### src/hdl/ahp_pkg.sv
// types and constants shared by the announcement header parser
package ahp_pkg;

    localparam logic [31:0] HEADER_BYTES   = 32'd17;
    localparam logic [31:0] MAX_ID_SYMBOLS = 32'd32;
    localparam logic [31:0] POS_VERSION    = 32'd4;
    localparam logic [31:0] POS_PERIOD     = 32'd5;
    localparam logic [31:0] POS_IDLEN      = 32'd9;
    localparam logic [31:0] POS_KEYLEN     = 32'd13;
    localparam logic [31:0] POS_MAX        = 32'hFFFF_FFFF;
    localparam logic [7:0]  VERSION_BYTE   = 8'h01;
    localparam logic [7:0]  MAGIC [4]      = '{8'h41, 8'h45, 8'h52, 8'h44};

    localparam int PADDR_W = 3;

    typedef enum logic [0:0] {
        REG_DELIVER_KEY  = 1'b0,
        REG_KEY_CAPACITY = 1'b1
    } t_reg_idx;

    typedef enum logic [3:0] {
        ST_OK      = 4'd0,
        ST_SHORT   = 4'd1,
        ST_MAGIC   = 4'd2,
        ST_VERSION = 4'd3,
        ST_PERIOD  = 4'd4,
        ST_IDLEN   = 4'd5,
        ST_KEYLEN  = 4'd6,
        ST_TRUNC   = 4'd7,
        ST_TOOBIG  = 4'd8
    } t_status;

    typedef struct packed {
        logic [7:0] data_byte;
        logic       final_byte;
    } t_item;

    typedef struct packed {
        logic        is_verdict;
        logic [7:0]  key_byte;
        logic [3:0]  status;
        logic [30:0] period_seconds;
        logic [5:0]  id_length;
        logic [30:0] key_length;
        logic        run_end;
    } t_result;

    typedef struct packed {
        logic        deliver_key;
        logic [15:0] key_capacity;
    } t_cfg;

    typedef struct packed {
        logic    key_en;
        logic    verdict_en;
        t_result key_res;
        t_result verdict_res;
    } t_push;

endpackage

### src/hdl/ahp_cfg.sv
// configuration registers behind the apb-style port
module ahp_cfg
    import ahp_pkg::*;
(
    input  logic               i_clk,
    input  logic               i_rst_n,
    input  logic               psel,
    input  logic               penable,
    input  logic               pwrite,
    input  logic [PADDR_W-1:0] paddr,
    input  logic [31:0]        pwdata,
    output logic [31:0]        prdata,
    output logic               pready,
    output t_cfg               o_cfg
);

    t_cfg r_cfg;
    t_cfg n_cfg;
    logic w_wr;

    assign pready = 1'b1;
    assign w_wr   = psel & penable & pwrite;

    always_comb begin
        n_cfg = r_cfg;
        if (w_wr) begin
            case (t_reg_idx'(paddr[2]))
                REG_DELIVER_KEY:  n_cfg.deliver_key  = pwdata[0];
                REG_KEY_CAPACITY: n_cfg.key_capacity = pwdata[15:0];
                default:          n_cfg = r_cfg;
            endcase
        end
    end

    always_ff @(posedge i_clk) begin
        if (!i_rst_n) begin
            r_cfg.deliver_key  <= 1'b1;
            r_cfg.key_capacity <= 16'd32;
        end else begin
            r_cfg <= n_cfg;
        end
    end

    always_comb begin
        case (t_reg_idx'(paddr[2]))
            REG_DELIVER_KEY:  prdata = {31'd0, r_cfg.deliver_key};
            REG_KEY_CAPACITY: prdata = {16'd0, r_cfg.key_capacity};
            default:          prdata = 32'd0;
        endcase
    end

    assign o_cfg = r_cfg;

endmodule

### src/hdl/ahp_parse.sv
// header state registers, field checks and result formation
module ahp_parse
    import ahp_pkg::*;
(
    input  logic  i_clk,
    input  logic  i_rst_n,
    input  logic  i_fire,
    input  t_item i_item,
    input  t_cfg  i_cfg,
    output t_push o_push
);

    logic [31:0] r_pos, n_pos;
    logic [3:0]  r_fault, n_fault;
    logic [31:0] r_period, n_period;
    logic [31:0] r_idlen, n_idlen;
    logic [31:0] r_keylen, n_keylen;

    logic [3:0]  w_cand;
    logic [7:0]  w_b;
    logic [32:0] w_key_end;
    logic [32:0] w_key_end_n;
    logic        w_fits;
    logic        w_fits_n;
    logic        w_fwd;
    t_status     w_st;

    assign w_b = i_item.data_byte;

    always_comb begin
        n_period = r_period;
        n_idlen  = r_idlen;
        n_keylen = r_keylen;
        w_cand   = ST_OK;
        if (r_pos < POS_VERSION) begin
            if (w_b != MAGIC[r_pos[1:0]]) w_cand = ST_MAGIC;
        end else if (r_pos == POS_VERSION) begin
            if (w_b != VERSION_BYTE) w_cand = ST_VERSION;
        end else if (r_pos < POS_IDLEN) begin
            n_period = {r_period[23:0], w_b};
            if (r_pos == POS_IDLEN - 32'd1 && (n_period == 32'd0 || n_period[31]))
                w_cand = ST_PERIOD;
        end else if (r_pos < POS_KEYLEN) begin
            n_idlen = {r_idlen[23:0], w_b};
            if (r_pos == POS_KEYLEN - 32'd1 &&
                (n_idlen == 32'd0 || n_idlen[31] || n_idlen > MAX_ID_SYMBOLS))
                w_cand = ST_IDLEN;
        end else if (r_pos < HEADER_BYTES) begin
            n_keylen = {r_keylen[23:0], w_b};
            if (r_pos == HEADER_BYTES - 32'd1 && (n_keylen == 32'd0 || n_keylen[31]))
                w_cand = ST_KEYLEN;
        end
    end

    assign n_fault     = (r_fault == ST_OK) ? w_cand : r_fault;
    assign n_pos       = (r_pos == POS_MAX) ? r_pos : r_pos + 32'd1;
    assign w_key_end   = {1'b0, HEADER_BYTES} + {1'b0, r_keylen};
    assign w_key_end_n = {1'b0, HEADER_BYTES} + {1'b0, n_keylen};
    assign w_fits      = !i_cfg.deliver_key || {16'd0, i_cfg.key_capacity} >= r_keylen;
    assign w_fits_n    = !i_cfg.deliver_key || {16'd0, i_cfg.key_capacity} >= n_keylen;
    assign w_fwd       = (r_pos >= HEADER_BYTES) && (r_fault == ST_OK) &&
                         i_cfg.deliver_key && w_fits && ({1'b0, r_pos} < w_key_end);

    always_comb begin
        if (n_pos < HEADER_BYTES)             w_st = ST_SHORT;
        else if (n_fault != ST_OK)            w_st = t_status'(n_fault);
        else if ({1'b0, n_pos} < w_key_end_n) w_st = ST_TRUNC;
        else if (!w_fits_n)                   w_st = ST_TOOBIG;
        else                                  w_st = ST_OK;
    end

    always_comb begin
        o_push                 = '0;
        o_push.key_en          = i_fire & w_fwd;
        o_push.verdict_en      = i_fire & i_item.final_byte;
        o_push.key_res.key_byte = w_b;
        o_push.key_res.run_end  = !i_item.final_byte;
        o_push.verdict_res.is_verdict = 1'b1;
        o_push.verdict_res.status     = w_st;
        o_push.verdict_res.run_end    = 1'b1;
        if (w_st == ST_OK) begin
            o_push.verdict_res.period_seconds = n_period[30:0];
            o_push.verdict_res.id_length      = n_idlen[5:0];
            o_push.verdict_res.key_length     = n_keylen[30:0];
        end
    end

    always_ff @(posedge i_clk) begin
        if (!i_rst_n) begin
            r_pos    <= '0;
            r_fault  <= ST_OK;
            r_period <= '0;
            r_idlen  <= '0;
            r_keylen <= '0;
        end else if (i_fire) begin
            if (i_item.final_byte) begin
                r_pos    <= '0;
                r_fault  <= ST_OK;
                r_period <= '0;
                r_idlen  <= '0;
                r_keylen <= '0;
            end else begin
                r_pos    <= n_pos;
                r_fault  <= n_fault;
                r_period <= n_period;
                r_idlen  <= n_idlen;
                r_keylen <= n_keylen;
            end
        end
    end

endmodule

### src/hdl/ahp_out_queue.sv
// four-entry result queue that takes up to two results per cycle
module ahp_out_queue
    import ahp_pkg::*;
(
    input  logic    i_clk,
    input  logic    i_rst_n,
    input  t_push   i_push,
    output logic    o_full,
    output logic    o_valid,
    input  logic    i_stall,
    output t_result o_result
);

    t_result    r_mem [4];
    logic [1:0] r_wr, n_wr;
    logic [1:0] r_rd, n_rd;
    logic [2:0] r_cnt, n_cnt;
    logic [1:0] w_vaddr;
    logic       w_pop;
    logic [1:0] w_npush;

    assign o_valid  = (r_cnt != 3'd0);
    assign o_result = r_mem[r_rd];
    assign o_full   = (r_cnt > 3'd2);
    assign w_pop    = o_valid & !i_stall;
    assign w_npush  = {1'b0, i_push.key_en} + {1'b0, i_push.verdict_en};
    assign w_vaddr  = r_wr + {1'b0, i_push.key_en};
    assign n_wr     = r_wr + w_npush;
    assign n_rd     = r_rd + {1'b0, w_pop};
    assign n_cnt    = r_cnt + {1'b0, w_npush} - {2'b0, w_pop};

    always_ff @(posedge i_clk) begin
        if (i_push.key_en)     r_mem[r_wr]    <= i_push.key_res;
        if (i_push.verdict_en) r_mem[w_vaddr] <= i_push.verdict_res;
    end

    always_ff @(posedge i_clk) begin
        if (!i_rst_n) begin
            r_wr  <= '0;
            r_rd  <= '0;
            r_cnt <= '0;
        end else begin
            r_wr  <= n_wr;
            r_rd  <= n_rd;
            r_cnt <= n_cnt;
        end
    end

endmodule

### src/hdl/announcement_header_parser.sv
// top level of the announcement header parser
// Takes one message byte per transfer and returns key-byte and verdict results
// through a four-entry result queue. A byte is processed in the cycle it is
// accepted, so one byte per clock is sustained while the queue has room; a
// byte that ends a message inside the key can produce two results, and the
// input stalls while fewer than two queue entries are free. Configuration
// registers sit at byte address 0 (deliver_key) and 4 (key_capacity) and
// take effect on the next accepted byte.
module announcement_header_parser
    import ahp_pkg::*;
(
    input  logic               i_clk,
    input  logic               i_rst_n,
    input  logic               i_valid,
    output logic               o_stall,
    input  t_item              i_item,
    output logic               o_valid,
    input  logic               i_stall,
    output t_result            o_result,
    input  logic               psel,
    input  logic               penable,
    input  logic               pwrite,
    input  logic [PADDR_W-1:0] paddr,
    input  logic [31:0]        pwdata,
    output logic [31:0]        prdata,
    output logic               pready
);

    t_cfg  w_cfg;
    t_push w_push;
    logic  w_full;
    logic  w_fire;

    assign o_stall = w_full;
    assign w_fire  = i_valid & !w_full;

    ahp_cfg u_cfg (
        .i_clk   (i_clk),
        .i_rst_n (i_rst_n),
        .psel    (psel),
        .penable (penable),
        .pwrite  (pwrite),
        .paddr   (paddr),
        .pwdata  (pwdata),
        .prdata  (prdata),
        .pready  (pready),
        .o_cfg   (w_cfg)
    );

    ahp_parse u_parse (
        .i_clk   (i_clk),
        .i_rst_n (i_rst_n),
        .i_fire  (w_fire),
        .i_item  (i_item),
        .i_cfg   (w_cfg),
        .o_push  (w_push)
    );

    ahp_out_queue u_queue (
        .i_clk    (i_clk),
        .i_rst_n  (i_rst_n),
        .i_push   (w_push),
        .o_full   (w_full),
        .o_valid  (o_valid),
        .i_stall  (i_stall),
        .o_result (o_result)
    );

endmodule

### config.mk
export PLATFORM = sky130hd
export DESIGN_NAME = announcement_header_parser
export DESIGN_NICKNAME = d
export VERILOG_FILES = /design/src/hdl/ahp_pkg.sv /design/src/hdl/ahp_cfg.sv /design/src/hdl/ahp_parse.sv /design/src/hdl/ahp_out_queue.sv /design/src/hdl/announcement_header_parser.sv
export SDC_FILE = /design/constraint.sdc
export NUM_CORES = 1
export LEC_CHECK = 0
export ABC_AREA = 1
export BUFFER_PORTS_ARGS = -buffer_cell sky130_fd_sc_hd__clkbuf_2
export CAP_MARGIN = 5
export CORE_ASPECT_RATIO = 2
export CORE_MARGIN = 1
export CORE_UTILIZATION = 60
export CTS_CLUSTER_DIAMETER = 40
export CTS_CLUSTER_SIZE = 25
export DETAILED_ROUTE_END_ITERATION = 6
export PLACE_DENSITY = 0.81
export SLEW_MARGIN = 20
export SYNTH_ARGS = -nofsm -noshare
export SYNTH_HDL_FRONTEND = slang
export SYNTH_SLANG_ARGS = --single-unit
### constraint.sdc
create_clock -name i_clk -period 14.29 [get_ports i_clk]
set_input_delay 2.858 -clock i_clk [delete_from_list [all_inputs] [get_ports i_clk]]
set_output_delay 2.858 -clock i_clk [all_outputs]
set_load 0.02 [all_outputs]
==> impl_metrics.csv <==
group,metric,value,unit
detailed_routing,post-route-drc-count,0,
cts,tritoncts,"built",
timing,setup_ws,5.35,ns
setup_path,critPathRequiredTime,14.69,ns
floorplan,start_util,0.606,
place,post-place-ws,4.90,ns
synth,synthFlopType,"edfxtp_1",
synth,yosysWarnings,0,
timing,skew,0.0518,ns
timing,setup_tns,0,ns
cts,ctsHoldBuffers,0,
timing,holdWs,0.454,ns
place,dpl.cell_count,3760,
synth,synth_fa_ha_area_frac,0.0536,
detailed_routing,drt_iter0_drc,2267,
timing,finalHoldViolCount,0,
floorplan,ioPinCount,168,
layout,stdcell_area,0.0279,sq mm
setup_path,crit_slowest_cell,"buf_4",
floorplan,die_h,295,microns
setup_path,crit_type,"in -> reg",
setup_path,crit_path_frequent_cell,"nand2_1",
layout,final_cells,3830,
cts,clockRootBuffer,"clkbuf_16",
cts,cts_buffer_depth,3,
synth,ys_seq_area_frac,0.480,
floorplan,rows,107,
floorplan,die_w,149,microns
synth,synthSimpleGateAreaFrac,0.254,
timing,fin_crit,8.94,ns
power_and_ir_drop,power_leakage,10.5,nW
synth,synth_xor_xnor_area_share,0.0271,
synth,avgSynthCellArea,7.97,sq um
setup_path,critical_path.max_fanout,56,
cts,cts.sinks,475,
synth,postSynthCellCount,3237,
grt,overflow,0,
power_and_ir_drop,total_power,3.53,mW
setup_path,worst_setup_path_end_kind,"flop",
grt,grt_antenna_before_repair,1,
setup_path,critPathMaxStageDelay,0.67,ns
place,postPlaceCellArea,0.0266,sq mm
timing,slew_headroom,0.228,
power_and_ir_drop,vdd_drop_max,95.6,uV
min_path,min_path_type,"reg -> reg",
synth,synth_compound_area_frac,0.115,
synth,synth_enable_flop_cells,288,
run,cap_violations,0,
layout,nFillCells,3479,
floorplan,die_area,0.0439,sq mm
setup_path,crit_arrival,9.34,ns
layout,diodes,0,
detailed_routing,detail-route-antenna-nets,0,
cts,clkTransAtPathRegs,0.09,ns
timing,max_freq,112,MHz
status,status,"completed",
setup_path,startpoint_type,"input port",
timing,slew_viol_final,0,
grt,grt_max_degree,119,
synth,yosys.cell_types.count,45,
timing,period_share,0.626,
place,dp_hpwl,54700,microns
synth,syn-cell-area,0.0258,sq mm
power_and_ir_drop,power_density,126,mW/mm^2
layout,syn_to_final_growth,8.19,%
detailed_routing,via_per_inst,6.07,
detailed_routing,vias,23244,
detailed_routing,routed_wl,81100,microns
synth,synthArstFlopShare,0,
detailed_routing,post_drt_wl_per_cell,21.2,microns
grt,grt_pass1_vias,22173,
place,port_buffers,132,
place,gp_congestion,0.983,
cts,post-cts-setup-buffers,0,
synth,synth.area.mux_share,0.00305,
grt,grt_pass1_wl,122000,microns
timing,rsz0062_at_grt,"no",
cts,htree_num_levels,2,
floorplan,coreArea,0.0426,sq mm
cts,cts_resized,0,
timing,tightest_slew,1.16,ns
cts,clk_latency,0.59,ns
detailed_routing,drtPass1Iterations,6,
timing,finalSetupViolCount,0,
synth,synth_top_family_by_area,"simple AND/OR/NAND/NOR gates",
synth,synth_seq_cells,475,
layout,drive_gt1_frac,0.0907,
cts,cts_buffers,38,
layout,final_nets,3416,
grt,grt.total_usage,0.369,
layout,final_core_utilization,0.656,
[cells in the final DEF, fill, tap and decap left out, types with 3 or more instances in the layout]
| cell | synthesis | final |
|---|---|---|
| xor2_1 | 70 | 70 |
| nor3_1 | 45 | 45 |
| nor2_1 | 682 | 681 |
| inv_8 | 0 | 8 |
| nor2_2 | 3 | 3 |
| o21ai_0 | 225 | 225 |
| o21ai_1 | 13 | 13 |
| conb_1 | 2 | 17 |
| nor2_4 | 2 | 3 |
| o21bai_1 | 4 | 4 |
| xnor2_1 | 10 | 10 |
| a211oi_1 | 9 | 9 |
| ha_1 | 109 | 109 |
| a21oi_1 | 199 | 199 |
| o21ai_2 | 14 | 14 |
| inv_12 | 0 | 4 |
| o21a_1 | 5 | 5 |
| inv_1 | 214 | 214 |
| inv_2 | 16 | 16 |
| clkbuf_1 | 145 | 3 |
| o22ai_1 | 74 | 74 |
| nand4_1 | 48 | 48 |
| a31oi_1 | 4 | 4 |
| dfxtp_1 | 187 | 185 |
| nand3_1 | 114 | 110 |
| nor4_1 | 31 | 31 |
| clkbuf_2 | 0 | 132 |
| mux2_2 | 7 | 7 |
| clkinv_8 | 0 | 3 |
| nand3_2 | 20 | 20 |
| clkbuf_16 | 0 | 39 |
| nand2_4 | 0 | 4 |
| nand2_1 | 633 | 629 |
| inv_6 | 0 | 6 |
| nand3_4 | 1 | 5 |
| edfxtp_1 | 288 | 288 |
| buf_4 | 17 | 20 |
| nor3b_1 | 3 | 3 |
[layer usage]
layer	part of all wire	GRT usage	wire length (microns)
met4	0.093	0.312	7540
met1	0.33	0.385	26700
met3	0.076	0.0509	6160
met2	0.50	0.649	40700
met5	0.00014	0	11
[path summary, 6_finish.rpt]
check | to | cells after the start | start | slack (ns)
max | u_queue.r_mem[0][39]$_DFFE_PP_ | 33 | i_item[1] | 5.35
min | u_queue.r_mem[2][81]$_SDFFE_PP1P_ | 2 | u_queue.r_mem[2][81]$_SDFFE_PP1P_ | 0.45
max reg2reg | u_queue.r_mem[0][39]$_DFFE_PP_ | 35 | u_parse.r_pos[0]$_SDFFE_PN0P_ | 5.74
min reg2reg | u_queue.r_mem[2][81]$_SDFFE_PP1P_ | 2 | u_queue.r_mem[2][81]$_SDFFE_PP1P_ | 0.45
[worst max-delay path: cells and delay by family]
family | cells | cell delay, ns
AND/OR/NAND/NOR | 27 | 4.67
buffers and inverters | 3 | 1.05
adder cells (fa/ha/maj) | 2 | 0.57
XOR/XNOR | 1 | 0.15
[registers in the layout, indices dropped and copies added (netlist names)]
| name | count |
|---|---|
| u_queue.r_mem | 328 |
| u_parse.r_keylen | 32 |
| u_parse.r_pos | 32 |
| u_parse.r_period | 31 |
| u_parse.r_idlen | 24 |
| u_cfg.o_cfg | 17 |
| u_parse.r_fault | 4 |
| u_queue.r_cnt | 3 |
| u_queue.r_rd | 2 |
| u_queue.r_wr | 2 |
[power breakdown]
| group | internal (mW) | switching [mW] | leakage, nW |
|---|---|---|---|
| registers | 1.52 | 0.0580 | 4.06 |
| logic | 0.221 | 0.616 | 5.82 |
| clock network | 0.542 | 0.572 | 0.631 |
[Yosys cell counts (16+ instances only)]
cell / n / share of area
nand3_2: 20 / 0.0078
ha_1: 109 / 0.053
o21ai_0: 225 / 0.044
nand4_1: 48 / 0.012
nor3_1: 45 / 0.0087
inv_1: 214 / 0.031
inv_2: 16 / 0.0023
nand2_1: 633 / 0.092
nor4_1: 31 / 0.0075
o22ai_1: 74 / 0.018
nor2_1: 682 / 0.099
buf_4: 17 / 0.0049
dfxtp_1: 187 / 0.15
a21oi_1: 199 / 0.039
edfxtp_1: 288 / 0.34
nand3_1: 114 / 0.022
clkbuf_1: 145 / 0.021
xor2_1: 70 / 0.024
[logic make-up (layout without fill, tap and decap cells)]
kind of cell | after synthesis | in the layout
and+or+nand+nor | 1588 | 1588
xor gates and xnor gates | 80 | 80
DFF | 475 | 475
adders and majority gates | 110 | 110
other | 2 | 17
muxes | 7 | 7
buffers and inverters | 423 | 456
AOI/OAI and AO/OA | 552 | 552
[final cells by class]
cell class	instances	area, sq um	share of cell area
sequential	475	12400	0.444
inverter	233	880	0.0315
multi-input combinational	2354	11800	0.424
clock inverter	28	317	0.0113
clock buffer	42	987	0.0354
tap	545	682	0.0244
timing repair buffer	153	822	0.0294
No activity file was read; power rests on OpenSTA's default activity.
